<file path="src/rtl/axs_pkg.sv">
// Shared types and constants of the address xref scanner.
`timescale 1ns / 1ps
`default_nettype none
package axs_pkg;

    localparam int NUM_REGS    = 32;
    localparam int REG_IDX_W   = $clog2(NUM_REGS);
    localparam int VALUE_W     = 64;
    localparam int INSTR_W     = 32;
    localparam int OFFSET_W    = 32;
    localparam int QUEUE_DEPTH = 2;

    // Opcode match masks and patterns
    localparam logic [31:0] ADRP_MASK = 32'h9F00_0000;
    localparam logic [31:0] ADRP_PAT  = 32'h9000_0000;
    localparam logic [31:0] ADD_MASK  = 32'hFF00_0000;
    localparam logic [31:0] ADD_PAT   = 32'h9100_0000;
    localparam logic [31:0] LDR_MASK  = 32'hF9C0_0000;
    localparam logic [31:0] LDR_PAT   = 32'hF940_0000;
    localparam logic [31:0] ADR_MASK  = 32'h9F00_0000;
    localparam logic [31:0] ADR_PAT   = 32'h1000_0000;
    localparam logic [31:0] LIT_MASK  = 32'hFF00_0000;
    localparam logic [31:0] LIT_PAT   = 32'h5800_0000;

    // ADD shift field codes
    localparam logic [1:0] ADD_SH_NONE = 2'd0;
    localparam logic [1:0] ADD_SH_12   = 2'd1;

    // Work class handed from decode to execute
    typedef enum logic [2:0] {
        OP_ABS_NOCMP,   // write precomputed value, no compare (ADRP)
        OP_ABS,         // write precomputed value, then compare
        OP_REL,         // write table[n] + immediate, then compare
        OP_SKIP,        // no write, no compare
        OP_PLAIN        // no write, compare table[d]
    } op_kind_t;

    typedef struct packed {
        op_kind_t               kind;
        logic [REG_IDX_W-1:0]   dst;
        logic [REG_IDX_W-1:0]   raddr;
        logic [VALUE_W-1:0]     value;
        logic [OFFSET_W-1:0]    pc;
        logic                   last;
    } q_entry_t;

endpackage
`default_nettype wire

</file>
<file path="src/rtl/axs_ram.sv">
// Generic single-write, single-read RAM with registered read data.
`timescale 1ns / 1ps
`default_nettype none
module axs_ram #(
    parameter int WIDTH = 64,
    parameter int DEPTH = 32
) (
    input  wire logic                     aclk,
    input  wire logic                     we,
    input  wire logic [$clog2(DEPTH)-1:0] waddr,
    input  wire logic [WIDTH-1:0]         wdata,
    input  wire logic                     re,
    input  wire logic [$clog2(DEPTH)-1:0] raddr,
    output logic      [WIDTH-1:0]         rdata
);

    logic [WIDTH-1:0] mem [DEPTH];

    always_ff @(posedge aclk) begin
        if (we) begin
            mem[waddr] <= wdata;
        end
        if (re) begin
            rdata <= mem[raddr];
        end
    end

endmodule
`default_nettype wire

</file>
<file path="src/rtl/axs_front.sv">
// Decode stage: classifies an instruction word and precomputes its operand.
`timescale 1ns / 1ps
`default_nettype none
module axs_front (
    input  wire logic [31:0]      instr,
    input  wire logic [31:0]      offset,
    input  wire logic             last,
    output axs_pkg::q_entry_t     entry
);
    import axs_pkg::*;

    logic [OFFSET_W-1:0] pc;
    logic [VALUE_W-1:0]  pc64;
    logic [VALUE_W-1:0]  sext21;
    logic [VALUE_W-1:0]  imm12;
    logic [1:0]          add_sh;

    assign pc     = {offset[OFFSET_W-1:2], 2'b00};
    assign pc64   = {{(VALUE_W-OFFSET_W){1'b0}}, pc};
    assign sext21 = {{(VALUE_W-21){instr[23]}}, instr[23:5], instr[30:29]};
    assign imm12  = {{(VALUE_W-12){1'b0}}, instr[21:10]};
    assign add_sh = instr[23:22];

    // Classify in the same priority order as the opcode groups overlap
    always_comb begin
        entry.dst   = instr[4:0];
        entry.raddr = instr[4:0];
        entry.pc    = pc;
        entry.last  = last;
        entry.kind  = OP_PLAIN;
        entry.value = '0;
        if ((instr & ADRP_MASK) == ADRP_PAT) begin
            entry.kind  = OP_ABS_NOCMP;
            entry.value = {pc64[VALUE_W-1:12], 12'h000} + {sext21[VALUE_W-13:0], 12'h000};
        end else if ((instr & ADD_MASK) == ADD_PAT) begin
            entry.raddr = instr[9:5];
            if (add_sh == ADD_SH_NONE) begin
                entry.kind  = OP_REL;
                entry.value = imm12;
            end else if (add_sh == ADD_SH_12) begin
                entry.kind  = OP_REL;
                entry.value = {imm12[VALUE_W-13:0], 12'h000};
            end else begin
                entry.kind  = OP_SKIP;
            end
        end else if ((instr & LDR_MASK) == LDR_PAT) begin
            entry.raddr = instr[9:5];
            entry.value = {imm12[VALUE_W-4:0], 3'b000};
            entry.kind  = (instr[21:10] == 12'h000) ? OP_SKIP : OP_REL;
        end else if ((instr & ADR_MASK) == ADR_PAT) begin
            entry.kind  = OP_ABS;
            entry.value = pc64 + sext21;
        end else if ((instr & LIT_MASK) == LIT_PAT) begin
            entry.kind  = OP_ABS;
            entry.value = pc64 + {{(VALUE_W-21){1'b0}}, instr[23:5], 2'b00};
        end
    end

endmodule
`default_nettype wire

</file>
<file path="src/rtl/axs_queue.sv">
// Small flop-based queue between decode and execute.
`timescale 1ns / 1ps
`default_nettype none
module axs_queue (
    input  wire logic              aclk,
    input  wire logic              aresetn,
    input  wire logic              push,
    input  axs_pkg::q_entry_t      push_entry,
    output logic                   not_full,
    input  wire logic              pop,
    output logic                   head_valid,
    output axs_pkg::q_entry_t      head_entry
);
    import axs_pkg::*;

    localparam int PTR_W = (QUEUE_DEPTH > 1) ? $clog2(QUEUE_DEPTH) : 1;
    localparam int CNT_W = $clog2(QUEUE_DEPTH + 1);

    q_entry_t           slot_reg [QUEUE_DEPTH];
    logic [PTR_W-1:0]   wr_ptr_reg, wr_ptr_next;
    logic [PTR_W-1:0]   rd_ptr_reg, rd_ptr_next;
    logic [CNT_W-1:0]   count_reg, count_next;

    assign not_full   = (count_reg != CNT_W'(QUEUE_DEPTH));
    assign head_valid = (count_reg != '0);
    assign head_entry = slot_reg[rd_ptr_reg];

    // Pointer and fill count update
    always_comb begin
        wr_ptr_next = wr_ptr_reg;
        rd_ptr_next = rd_ptr_reg;
        count_next  = count_reg;
        if (push) begin
            wr_ptr_next = (wr_ptr_reg == PTR_W'(QUEUE_DEPTH - 1)) ? '0 : wr_ptr_reg + 1'b1;
        end
        if (pop) begin
            rd_ptr_next = (rd_ptr_reg == PTR_W'(QUEUE_DEPTH - 1)) ? '0 : rd_ptr_reg + 1'b1;
        end
        if (push && !pop) begin
            count_next = count_reg + 1'b1;
        end else if (pop && !push) begin
            count_next = count_reg - 1'b1;
        end
    end

    always_ff @(posedge aclk) begin
        if (!aresetn) begin
            wr_ptr_reg <= '0;
            rd_ptr_reg <= '0;
            count_reg  <= '0;
        end else begin
            wr_ptr_reg <= wr_ptr_next;
            rd_ptr_reg <= rd_ptr_next;
            count_reg  <= count_next;
        end
    end

    // Payload slots, no reset
    always_ff @(posedge aclk) begin
        if (push) begin
            slot_reg[wr_ptr_reg] <= push_entry;
        end
    end

endmodule
`default_nettype wire

</file>
<file path="src/rtl/axs_back.sv">
// Execute stage: register table, update, target compare and result register.
`timescale 1ns / 1ps
`default_nettype none
module axs_back (
    input  wire logic              aclk,
    input  wire logic              aresetn,
    input  wire logic              head_valid,
    input  axs_pkg::q_entry_t      head_entry,
    output logic                   pop,
    input  wire logic [63:0]       target_address,
    output logic                   m_tvalid,
    input  wire logic              m_tready,
    output logic [31:0]            m_tdata,
    output logic                   m_tuser
);
    import axs_pkg::*;

    q_entry_t               x_entry_reg;
    logic                   x_valid_reg, x_valid_next;
    logic [NUM_REGS-1:0]    valid_reg, valid_next;
    logic                   scan_done_reg, scan_done_next;
    logic                   fwd_valid_reg, fwd_valid_next;
    logic [REG_IDX_W-1:0]   fwd_addr_reg;
    logic [VALUE_W-1:0]     fwd_data_reg;
    logic                   m_valid_reg, m_valid_next;
    logic                   m_found_reg;
    logic [OFFSET_W-1:0]    m_offset_reg;

    logic [VALUE_W-1:0]     rdata;
    logic [VALUE_W-1:0]     base;
    logic [VALUE_W-1:0]     new_value;
    logic [VALUE_W-1:0]     cmp_value;
    logic                   wr_en;
    logic                   cmp_en;
    logic                   match;
    logic                   x_res;
    logic                   out_free;
    logic                   fire;

    // Table storage, read when an entry leaves the queue
    axs_ram #(
        .WIDTH (VALUE_W),
        .DEPTH (NUM_REGS)
    ) u_table (
        .aclk  (aclk),
        .we    (fire && wr_en),
        .waddr (x_entry_reg.dst),
        .wdata (new_value),
        .re    (pop),
        .raddr (head_entry.raddr),
        .rdata (rdata)
    );

    // Operand: forwarded last write, else table entry, else cleared zero
    always_comb begin
        if (fwd_valid_reg && (fwd_addr_reg == x_entry_reg.raddr)) begin
            base = fwd_data_reg;
        end else if (valid_reg[x_entry_reg.raddr]) begin
            base = rdata;
        end else begin
            base = '0;
        end
    end

    // Work of one item
    always_comb begin
        wr_en     = 1'b0;
        cmp_en    = 1'b0;
        new_value = x_entry_reg.value;
        cmp_value = x_entry_reg.value;
        case (x_entry_reg.kind)
            OP_ABS_NOCMP: begin
                wr_en = 1'b1;
            end
            OP_ABS: begin
                wr_en  = 1'b1;
                cmp_en = 1'b1;
            end
            OP_REL: begin
                wr_en     = 1'b1;
                cmp_en    = 1'b1;
                new_value = base + x_entry_reg.value;
                cmp_value = new_value;
            end
            OP_PLAIN: begin
                cmp_en    = 1'b1;
                cmp_value = base;
            end
            default: begin
                wr_en  = 1'b0;
                cmp_en = 1'b0;
            end
        endcase
        if (scan_done_reg) begin
            wr_en  = 1'b0;
            cmp_en = 1'b0;
        end
    end

    assign match    = cmp_en && (cmp_value == target_address);
    assign x_res    = !scan_done_reg && (match || x_entry_reg.last);
    assign out_free = !m_valid_reg || m_tready;
    assign fire     = x_valid_reg && (!x_res || out_free);
    assign pop      = head_valid && (!x_valid_reg || fire);

    // Next state of control registers
    always_comb begin
        x_valid_next   = x_valid_reg;
        valid_next     = valid_reg;
        scan_done_next = scan_done_reg;
        fwd_valid_next = fwd_valid_reg;
        m_valid_next   = m_valid_reg;
        if (fire) begin
            x_valid_next = 1'b0;
            if (x_entry_reg.last) begin
                valid_next     = '0;
                scan_done_next = 1'b0;
                fwd_valid_next = 1'b0;
            end else begin
                scan_done_next = scan_done_reg || match;
                fwd_valid_next = wr_en;
                if (wr_en) begin
                    valid_next[x_entry_reg.dst] = 1'b1;
                end
            end
        end
        if (pop) begin
            x_valid_next = 1'b1;
        end
        if (fire && x_res) begin
            m_valid_next = 1'b1;
        end else if (m_tready) begin
            m_valid_next = 1'b0;
        end
    end

    always_ff @(posedge aclk) begin
        if (!aresetn) begin
            x_valid_reg   <= 1'b0;
            valid_reg     <= '0;
            scan_done_reg <= 1'b0;
            fwd_valid_reg <= 1'b0;
            m_valid_reg   <= 1'b0;
        end else begin
            x_valid_reg   <= x_valid_next;
            valid_reg     <= valid_next;
            scan_done_reg <= scan_done_next;
            fwd_valid_reg <= fwd_valid_next;
            m_valid_reg   <= m_valid_next;
        end
    end

    // Payload registers
    always_ff @(posedge aclk) begin
        if (pop) begin
            x_entry_reg <= head_entry;
        end
        if (fire) begin
            fwd_addr_reg <= x_entry_reg.dst;
            fwd_data_reg <= new_value;
        end
        if (fire && x_res) begin
            m_found_reg  <= match;
            m_offset_reg <= match ? x_entry_reg.pc : '0;
        end
    end

    assign m_tvalid = m_valid_reg;
    assign m_tdata  = m_offset_reg;
    assign m_tuser  = m_found_reg;

endmodule
`default_nettype wire

</file>
<file path="src/rtl/arm64_address_xref_scanner.sv">
// Top level of the AArch64 address xref scanner.
//
//  channel  dir  handshake               payload
//  s_       in   s_tvalid / s_tready     tdata = {offset, instr}, tlast = last
//  m_       out  m_tvalid / m_tready     tdata = match_offset, tuser = found
//  cfg_     in   cfg_valid / cfg_ready   cfg_data = target_address
//
// One instruction per cycle sustained while no result stalls on the m_ side;
// a word is decoded into the queue, read from the table, then executed into m_.
// The rate is set by the execute loop: table read, add, compare and write back
// keep pace with a one-entry forward of the last write.
// Reset (aresetn low, synchronous) empties the queue and clears the table valid
// bits and the target; the table needs no initialisation after reset.
// A stalled m_ side backs up the queue; s_tready drops when the queue is full.
`timescale 1ns / 1ps
`default_nettype none
module arm64_address_xref_scanner (
    input  wire logic        aclk,
    input  wire logic        aresetn,
    input  wire logic        s_tvalid,
    output logic             s_tready,
    input  wire logic [63:0] s_tdata,   // [31:0] instr, [63:32] offset
    input  wire logic        s_tlast,
    output logic             m_tvalid,
    input  wire logic        m_tready,
    output logic [31:0]      m_tdata,   // [31:0] match_offset
    output logic             m_tuser,   // [0] found
    input  wire logic        cfg_valid,
    output logic             cfg_ready,
    input  wire logic [63:0] cfg_data
);
    import axs_pkg::*;

    q_entry_t           dec_entry;
    q_entry_t           head_entry;
    logic               head_valid;
    logic               pop;
    logic               q_not_full;
    logic [VALUE_W-1:0] target_reg;

    // Target register, written on a config transfer
    assign cfg_ready = 1'b1;

    always_ff @(posedge aclk) begin
        if (!aresetn) begin
            target_reg <= '0;
        end else if (cfg_valid && cfg_ready) begin
            target_reg <= cfg_data;
        end
    end

    assign s_tready = q_not_full;

    axs_front u_front (
        .instr  (s_tdata[31:0]),
        .offset (s_tdata[63:32]),
        .last   (s_tlast),
        .entry  (dec_entry)
    );

    axs_queue u_queue (
        .aclk       (aclk),
        .aresetn    (aresetn),
        .push       (s_tvalid && s_tready),
        .push_entry (dec_entry),
        .not_full   (q_not_full),
        .pop        (pop),
        .head_valid (head_valid),
        .head_entry (head_entry)
    );

    axs_back u_back (
        .aclk           (aclk),
        .aresetn        (aresetn),
        .head_valid     (head_valid),
        .head_entry     (head_entry),
        .pop            (pop),
        .target_address (target_reg),
        .m_tvalid       (m_tvalid),
        .m_tready       (m_tready),
        .m_tdata        (m_tdata),
        .m_tuser        (m_tuser)
    );

endmodule
`default_nettype wire

</file>
<file path="config.mk">
export PLATFORM = sky130hd
export DESIGN_NAME = arm64_address_xref_scanner
export DESIGN_NICKNAME = d
export VERILOG_FILES = /design/src/rtl/axs_pkg.sv /design/src/rtl/axs_ram.sv /design/src/rtl/axs_front.sv /design/src/rtl/axs_queue.sv /design/src/rtl/axs_back.sv /design/src/rtl/arm64_address_xref_scanner.sv
export SDC_FILE = /design/constraint.sdc
export NUM_CORES = 2
export LEC_CHECK = 0
export ABC_CLOCK_PERIOD_IN_PS = 28500
export BUFFER_PORTS_ARGS = -buffer_cell sky130_fd_sc_hd__buf_2
export CORE_UTILIZATION = 30
export DETAILED_ROUTE_END_ITERATION = 8
export PLACE_DENSITY = 0.46
export REMOVE_ABC_BUFFERS = 1
export SETUP_SLACK_MARGIN = 0.5
export SLEW_MARGIN = 20
export SYNTH_ARGS = -nofsm -noshare
export SYNTH_HDL_FRONTEND = slang
export SYNTH_SLANG_ARGS = --single-unit
</file>
<file path="constraint.sdc">
create_clock -name aclk -period 28.5 [get_ports aclk]
set_clock_uncertainty 0.1 [all_clocks]
set_input_delay 7.125 -clock aclk [delete_from_list [all_inputs] [get_ports aclk]]
set_output_delay 7.125 -clock aclk [all_outputs]
set_load 0.02 [all_outputs]
</file>
Word level (Yosys, flattened, before mapping). Memory sizes are Yosys's and may differ from the RTL's. A register that Yosys moved wholly into a read port is not among the register bits. Cells that the tools add are included.

Add/subtract/negate cells: 8. Magnitude comparators: 3. Eq/ne operators: 12. Mux-type cells: 47. Bitwise gates (word level): 1. Reduce and logical (&&, ||, !) cells: 33.

Operator list (number): 64-bit two-way mux (8); 64-bit one-hot mux with 2 select lines (1); 69-bit two-way mux (1); 64-bit adder (1); 64-bit equality test (1); 32-bit two-way mux (2); 33-bit by 21-bit adder with 34-bit output (1); 33-bit by 33-bit adder with 34-bit output (1); 32-bit by 21-bit adder with 33-bit output (1); 32-bit bitwise OR (1); 24-bit two-way mux (1); 1-bit two-way mux (22); 3-bit two-way mux (6); 8-bit equality test, second input constant (2); 12-bit zero test (1); 5-bit by 6-bit less-than comparator with 1-bit output, second input constant (2); 1-bit logical AND (11); 5-bit two-way mux (2); 2-bit nonzero test (5); 8-bit by 7-bit equality test with 1-bit output, second input constant (1); 6-bit by 5-bit equality test with 1-bit output, second input constant (1); 6-bit equality test, second input constant (1); 1-bit zero test (6); 3-bit OR reduction (2); 17 further kinds (23).

Flip-flop bits (word level): 316. RAM bits: 2264. Input bits: 134. Logic and storage cells: 125. Memories: 2.

Memories: u_back.u_table.mem (words 32, width 64, rd ports 1, clocked after memory_dff 1, wr ports 1, RTL line axs_ram.sv:17) `logic [WIDTH-1:0] mem [DEPTH];`; u_queue.slot_reg (words 2, width 108, rd ports 1, clocked after memory_dff 1, wr ports 1, RTL line axs_queue.sv:19) `q_entry_t slot_reg [QUEUE_DEPTH];`.

Depth between registers and ports, before layout.
Depth after elaboration: 18. Depth in mapped cells: 32. Gate-level depth less buffers: 23.

By module. Synthesis repeated with hierarchy kept, for this count alone.

Cells, all modules: 6261. Area total of the unflattened synthesis: 112819.5 um^2.

Modules (own cells, without submodules): axs_ram (times used 1, cells each 3097, area each 79605.1 um^2, seq. area each 63420.8 um^2); axs_back (times used 1, cells each 2027, area each 18298.8 um^2, seq. area each 7086.8 um^2); axs_queue (times used 1, cells each 364, area each 8564.5 um^2, seq. area each 6706.4 um^2); axs_front (times used 1, cells each 564, area each 3882.5 um^2, seq. area each 0.0 um^2); arm64_address_xref_scanner (times used 1, cells each 209, area each 2468.6 um^2, seq. area each 1281.2 um^2).

Least setup slack after synthesis. Ideal clock, no wire load.

Path type: input to register. Start: input port m_tready. End: memory u_back.u_table.mem[21][0] (enable). Data arrival time: 13.980 ns. Required time: 27.755 ns. Slack: 13.775 ns. Cell stages on the path: 7. Path buffers: 1. Cell sequence: nand2b_1 > nor2_1 > inv_1 > a21oi_1 > nand2b_1 > clkbuf_1 > nor4_1.

Longest elaborated chain between the ends: 6.

Ends and longest elaborated chain: start, declared (RTL line arm64_address_xref_scanner.sv:25) `input wire logic m_tready,`; 1-bit logical OR (RTL line axs_back.sv:102) `assign out_free = !m_valid_reg || m_tready;`; 1-bit logical OR (RTL line axs_back.sv:103) `assign fire = x_valid_reg && (!x_res || out_free);`; 1-bit logical AND (RTL line axs_back.sv:103); 1-bit logical AND (RTL line axs_back.sv:46) `.we (fire && wr_en),`; 1-bit two-way mux (RTL line axs_ram.sv:20) `if (we) begin`; 1-bit two-way mux (not written as such) (RTL line axs_ram.sv:21) `mem[waddr] <= wdata;`; end, declared (RTL line axs_ram.sv:17).

No other way between the ends.

Worst setup path in the final report.
Start: register u_back.x_entry_reg[98] (netlist name). End: memory u_back.u_table.mem[8][33] (enable).

Longest elaborated chain between the ends: 16.

Ends and longest elaborated chain: start, declared (RTL line axs_back.sv:18) `q_entry_t x_entry_reg;`; start signal, assigned (RTL line axs_back.sv:156) `x_entry_reg <= head_entry;`; 1-bit binary-select mux with 5-bit select (RTL line axs_back.sv:58) `end else if (valid_reg[x_entry_reg.raddr]) begin`; 1-bit two-way mux (not written as such) (RTL line axs_back.sv:58); 64-bit two-way mux (RTL line axs_back.sv:58); 64-bit two-way mux * (RTL line axs_back.sv:56) `if (fwd_valid_reg && (fwd_addr_reg == x_entry_reg.raddr)) begin`; 64-bit adder (RTL line axs_back.sv:82) `new_value = base + x_entry_reg.value;`; 64-bit one-hot mux with 2 select lines * (RTL line axs_back.sv:71) `case (x_entry_reg.kind)`; 64-bit equality test * (RTL line axs_back.sv:100) `assign match = cmp_en && (cmp_value == target_address);`; 1-bit logical AND * (RTL line axs_back.sv:100); 1-bit logical OR * (RTL line axs_back.sv:101) `assign x_res = !scan_done_reg && (match || x_entry_reg.last);`; 1-bit logical AND * (RTL line axs_back.sv:101); 1-bit zero test * (RTL line axs_back.sv:103); 1-bit logical OR * (RTL line axs_back.sv:103); 1-bit logical AND * (RTL line axs_back.sv:103); 1-bit logical AND * (RTL line axs_back.sv:46); 1-bit two-way mux * (RTL line axs_ram.sv:20); 1-bit two-way mux (not written as such) * (RTL line axs_ram.sv:21).

Every way passes the cells marked *; elsewhere a longest branch is shown, timed or not. The select of a mux whose other input is x is not followed.

==> metrics <==
Final setup violation count 0; YS warnings 0; Residual DRC 0; Post-synth top flop edfxtp_1; Slowest-stage cell, CP edfxtp_1; largest net degree at the start of global routing 172; Sw Pwr 2.38 mW; clock tree buffer depth 4; vias per cell 5.32; Sink Count 2,551; GPL Wtd Cong 0.897; postcts setup bufs 0; I/O pins 170; Pwr per Cell Area 71.0 mW/mm^2; IR Drop Worst-Case VDD 43.9 uV; Max Slew Vio Count 0; htree depth 5; Max Clk Rate 0.0798 GHz; total negative slack 0 ps; internal power 6.53 mW; utilization after layout 34.5%; Fillers 35,400; Worst Path Max Fanout 65; arrival time of the worst setup path 12,970 ps; Initial Utilization 30.2%; cell count after synthesis 9,023; final worst-path cycle share 43.9%; delay of the slowest critical-path stage 960 ps; Seq cells post-synth 2,551; Post-synth EDFFs 2,446; Lkg Pwr 43.4 nW; Core Footprint 0.364 sq mm; cell repeated most along the worst path buf_4; cts bufs inserted 290; total gr overflow 0; ranking of synthesized cells by area edfxtp_1 (67%), nand2_1 (8.0%), nand3_1 (5.0%); worst endpoint required time 28,940 ps; Gate power share 12.5%; placed insts 13,600; worst setup path category register to register; Flop pwr share 48.0%; number of hold violations in the final report 0; vias in the first global route 72,600; P&R area growth vs syn 14.2%; Post-CTS Hold Buffers 0; number of flip-flops in the largest register 2,048; row count 221; Async S/R FF share, synth 0%; Worst Setup Start Kind register; fin nets 9,303; unrepaired setup endpoints after global routing no; Syn Area/Cell 12.2 sq um; first-pass GRT wire length 533,000 microns; min Tclk post-route 12,520 ps; area leader, netlist edfxtp_1; clk root buf clkbuf_16; Vias 74,800; Routed WL per cell 26.8 microns; commonest non-fill, non-tap cell in the layout edfxtp_1; Tot GR Track Use 19.7%; placed inst area 0.117 sq mm; Netlist cell types 84; Post-Layout Cell Count 14,100; Die Wd 607 microns; reg2reg setup slack 15,980 ps; initial antenna violation count 10; ANT nets after route 0; WL final 377,000 microns; First-pass DRT Iterations 6; Seq/Total Area, Yosys 68.7%; outcome finished, final reports clean; Buffers on Ports 164; commonest non-fill, non-tap cells in the layout edfxtp_1 (2,446), nand2_1 (2,329), nand3_1 (1,105); Synth top area share 66.8%; Die Y 607 microns; CP endpoint kind register; Clock power frac 39.6%; Max Cap Viol 0; Non-Filler Cell Area, Final 0.126 sq mm; CTS tree built; layout cell share with drive strength beyond 1 10.1%; max_slew headroom 23.2%; Post-Syn Area 0.110 sq mm; 1st-iter DRT viols 7,131; Slew @ Worst Pin 1150 ps; die area 0.369 sq mm; PostCTS Resize Cnt 0; worst hold path class register to register; worst skew pair latency 930 ps; Reg clk slew, reported paths 60 ps; Sw Share 26.7%; post-DP HPWL 205,000 microns
-- power by group through the flow --
| stage | logic [mW] | clock network (mW) | registers (mW) |
|---|---|---|---|
| final | 1.11 | 3.52 | 4.28 |
| after global routing | 1.21 | 3.74 | 4.28 |
| after CTS | 1.11 | 3.60 | 4.28 |
| after detailed placement | 1.10 | 0 | 4.36 |
| after global placement | 1.09 | 0 | 4.35 |
| after floorplan | 1.03 | 0 | 4.33 |
-- routing by layer --
metal	up-vias	GRT usage, %	share of wire, %
met2	2326	33.4	48
met4	0	7.92	4.3
met1	38300	25.9	42
met3	564	2.03	5.0
met5	-	0	0
li1	33600	-	-
-- final cells by class --
cell class              count  area [sq um]  area share, %
diodes                      6          15.0         0.0120
multi-input cells        5793         32300           25.8
well taps                4794          6000           4.78
clock inverters           144          1090          0.869
clock buffers             368          7750           6.18
flip-flops and latches   2551         75600           60.2
repair buffers            340          2490           1.99
inverters                  76           309          0.246
-- worst paths after layout --
kind / start / endpoint / cells after the start
max reg2reg: u_back.x_entry_reg[98]$_DFFE_PP_ / u_back.u_table.mem[8][33]$_DFFE_PP_ / 29
min reg2reg: u_back.valid_reg[20]$_SDFFE_PN0P_ / u_back.valid_reg[20]$_SDFFE_PN0P_ / 2
min: u_back.valid_reg[20]$_SDFFE_PN0P_ / u_back.valid_reg[20]$_SDFFE_PN0P_ / 2
max: u_back.x_entry_reg[98]$_DFFE_PP_ / u_back.u_table.mem[8][33]$_DFFE_PP_ / 29
-- worst max-delay path, delay by kind of cell (launching register included) --
kind,cells,cell delay [ps]
buf+inv,6,2760
mux,2,770
fa+ha+maj,2,630
flops,1,960
simple gates,8,2920
compound gates,11,3840
-- synthesized netlist by cell type, drive strengths merged, types with 88 or more instances --
library cell  count
a21o            114
a311oi          323
dfxtp           105
o21ai           157
nand2          2349
a31oi            88
ha              114
edfxtp         2446
nand3          1106
and3            152
nor2            216
mux2i           100
clkbuf          538
a21oi           156
-- kinds of logic after synthesis --
family	share of synthesized area, %
AOI/OAI and AO/OA	8.00
xor gates and xnor gates	1.15
adders and majority gates	1.35
buffers and inverters	2.35
DFF	68.7
muxes	1.84
other	0.00683
and+or+nand+nor	16.6
-- metrics by stage --
step,total power [mW],setup WS (ps),hold WS (ps)
2_1_floorplan,5.36,-106100,315
5_1_grt,9.22,15700,371
3_5_place_dp,5.46,16120,336
3_3_place_gp,5.45,16190,329
6_report,8.91,15980,350
4_1_cts,8.99,16040,350
Power figures use the tool's default switching activity.
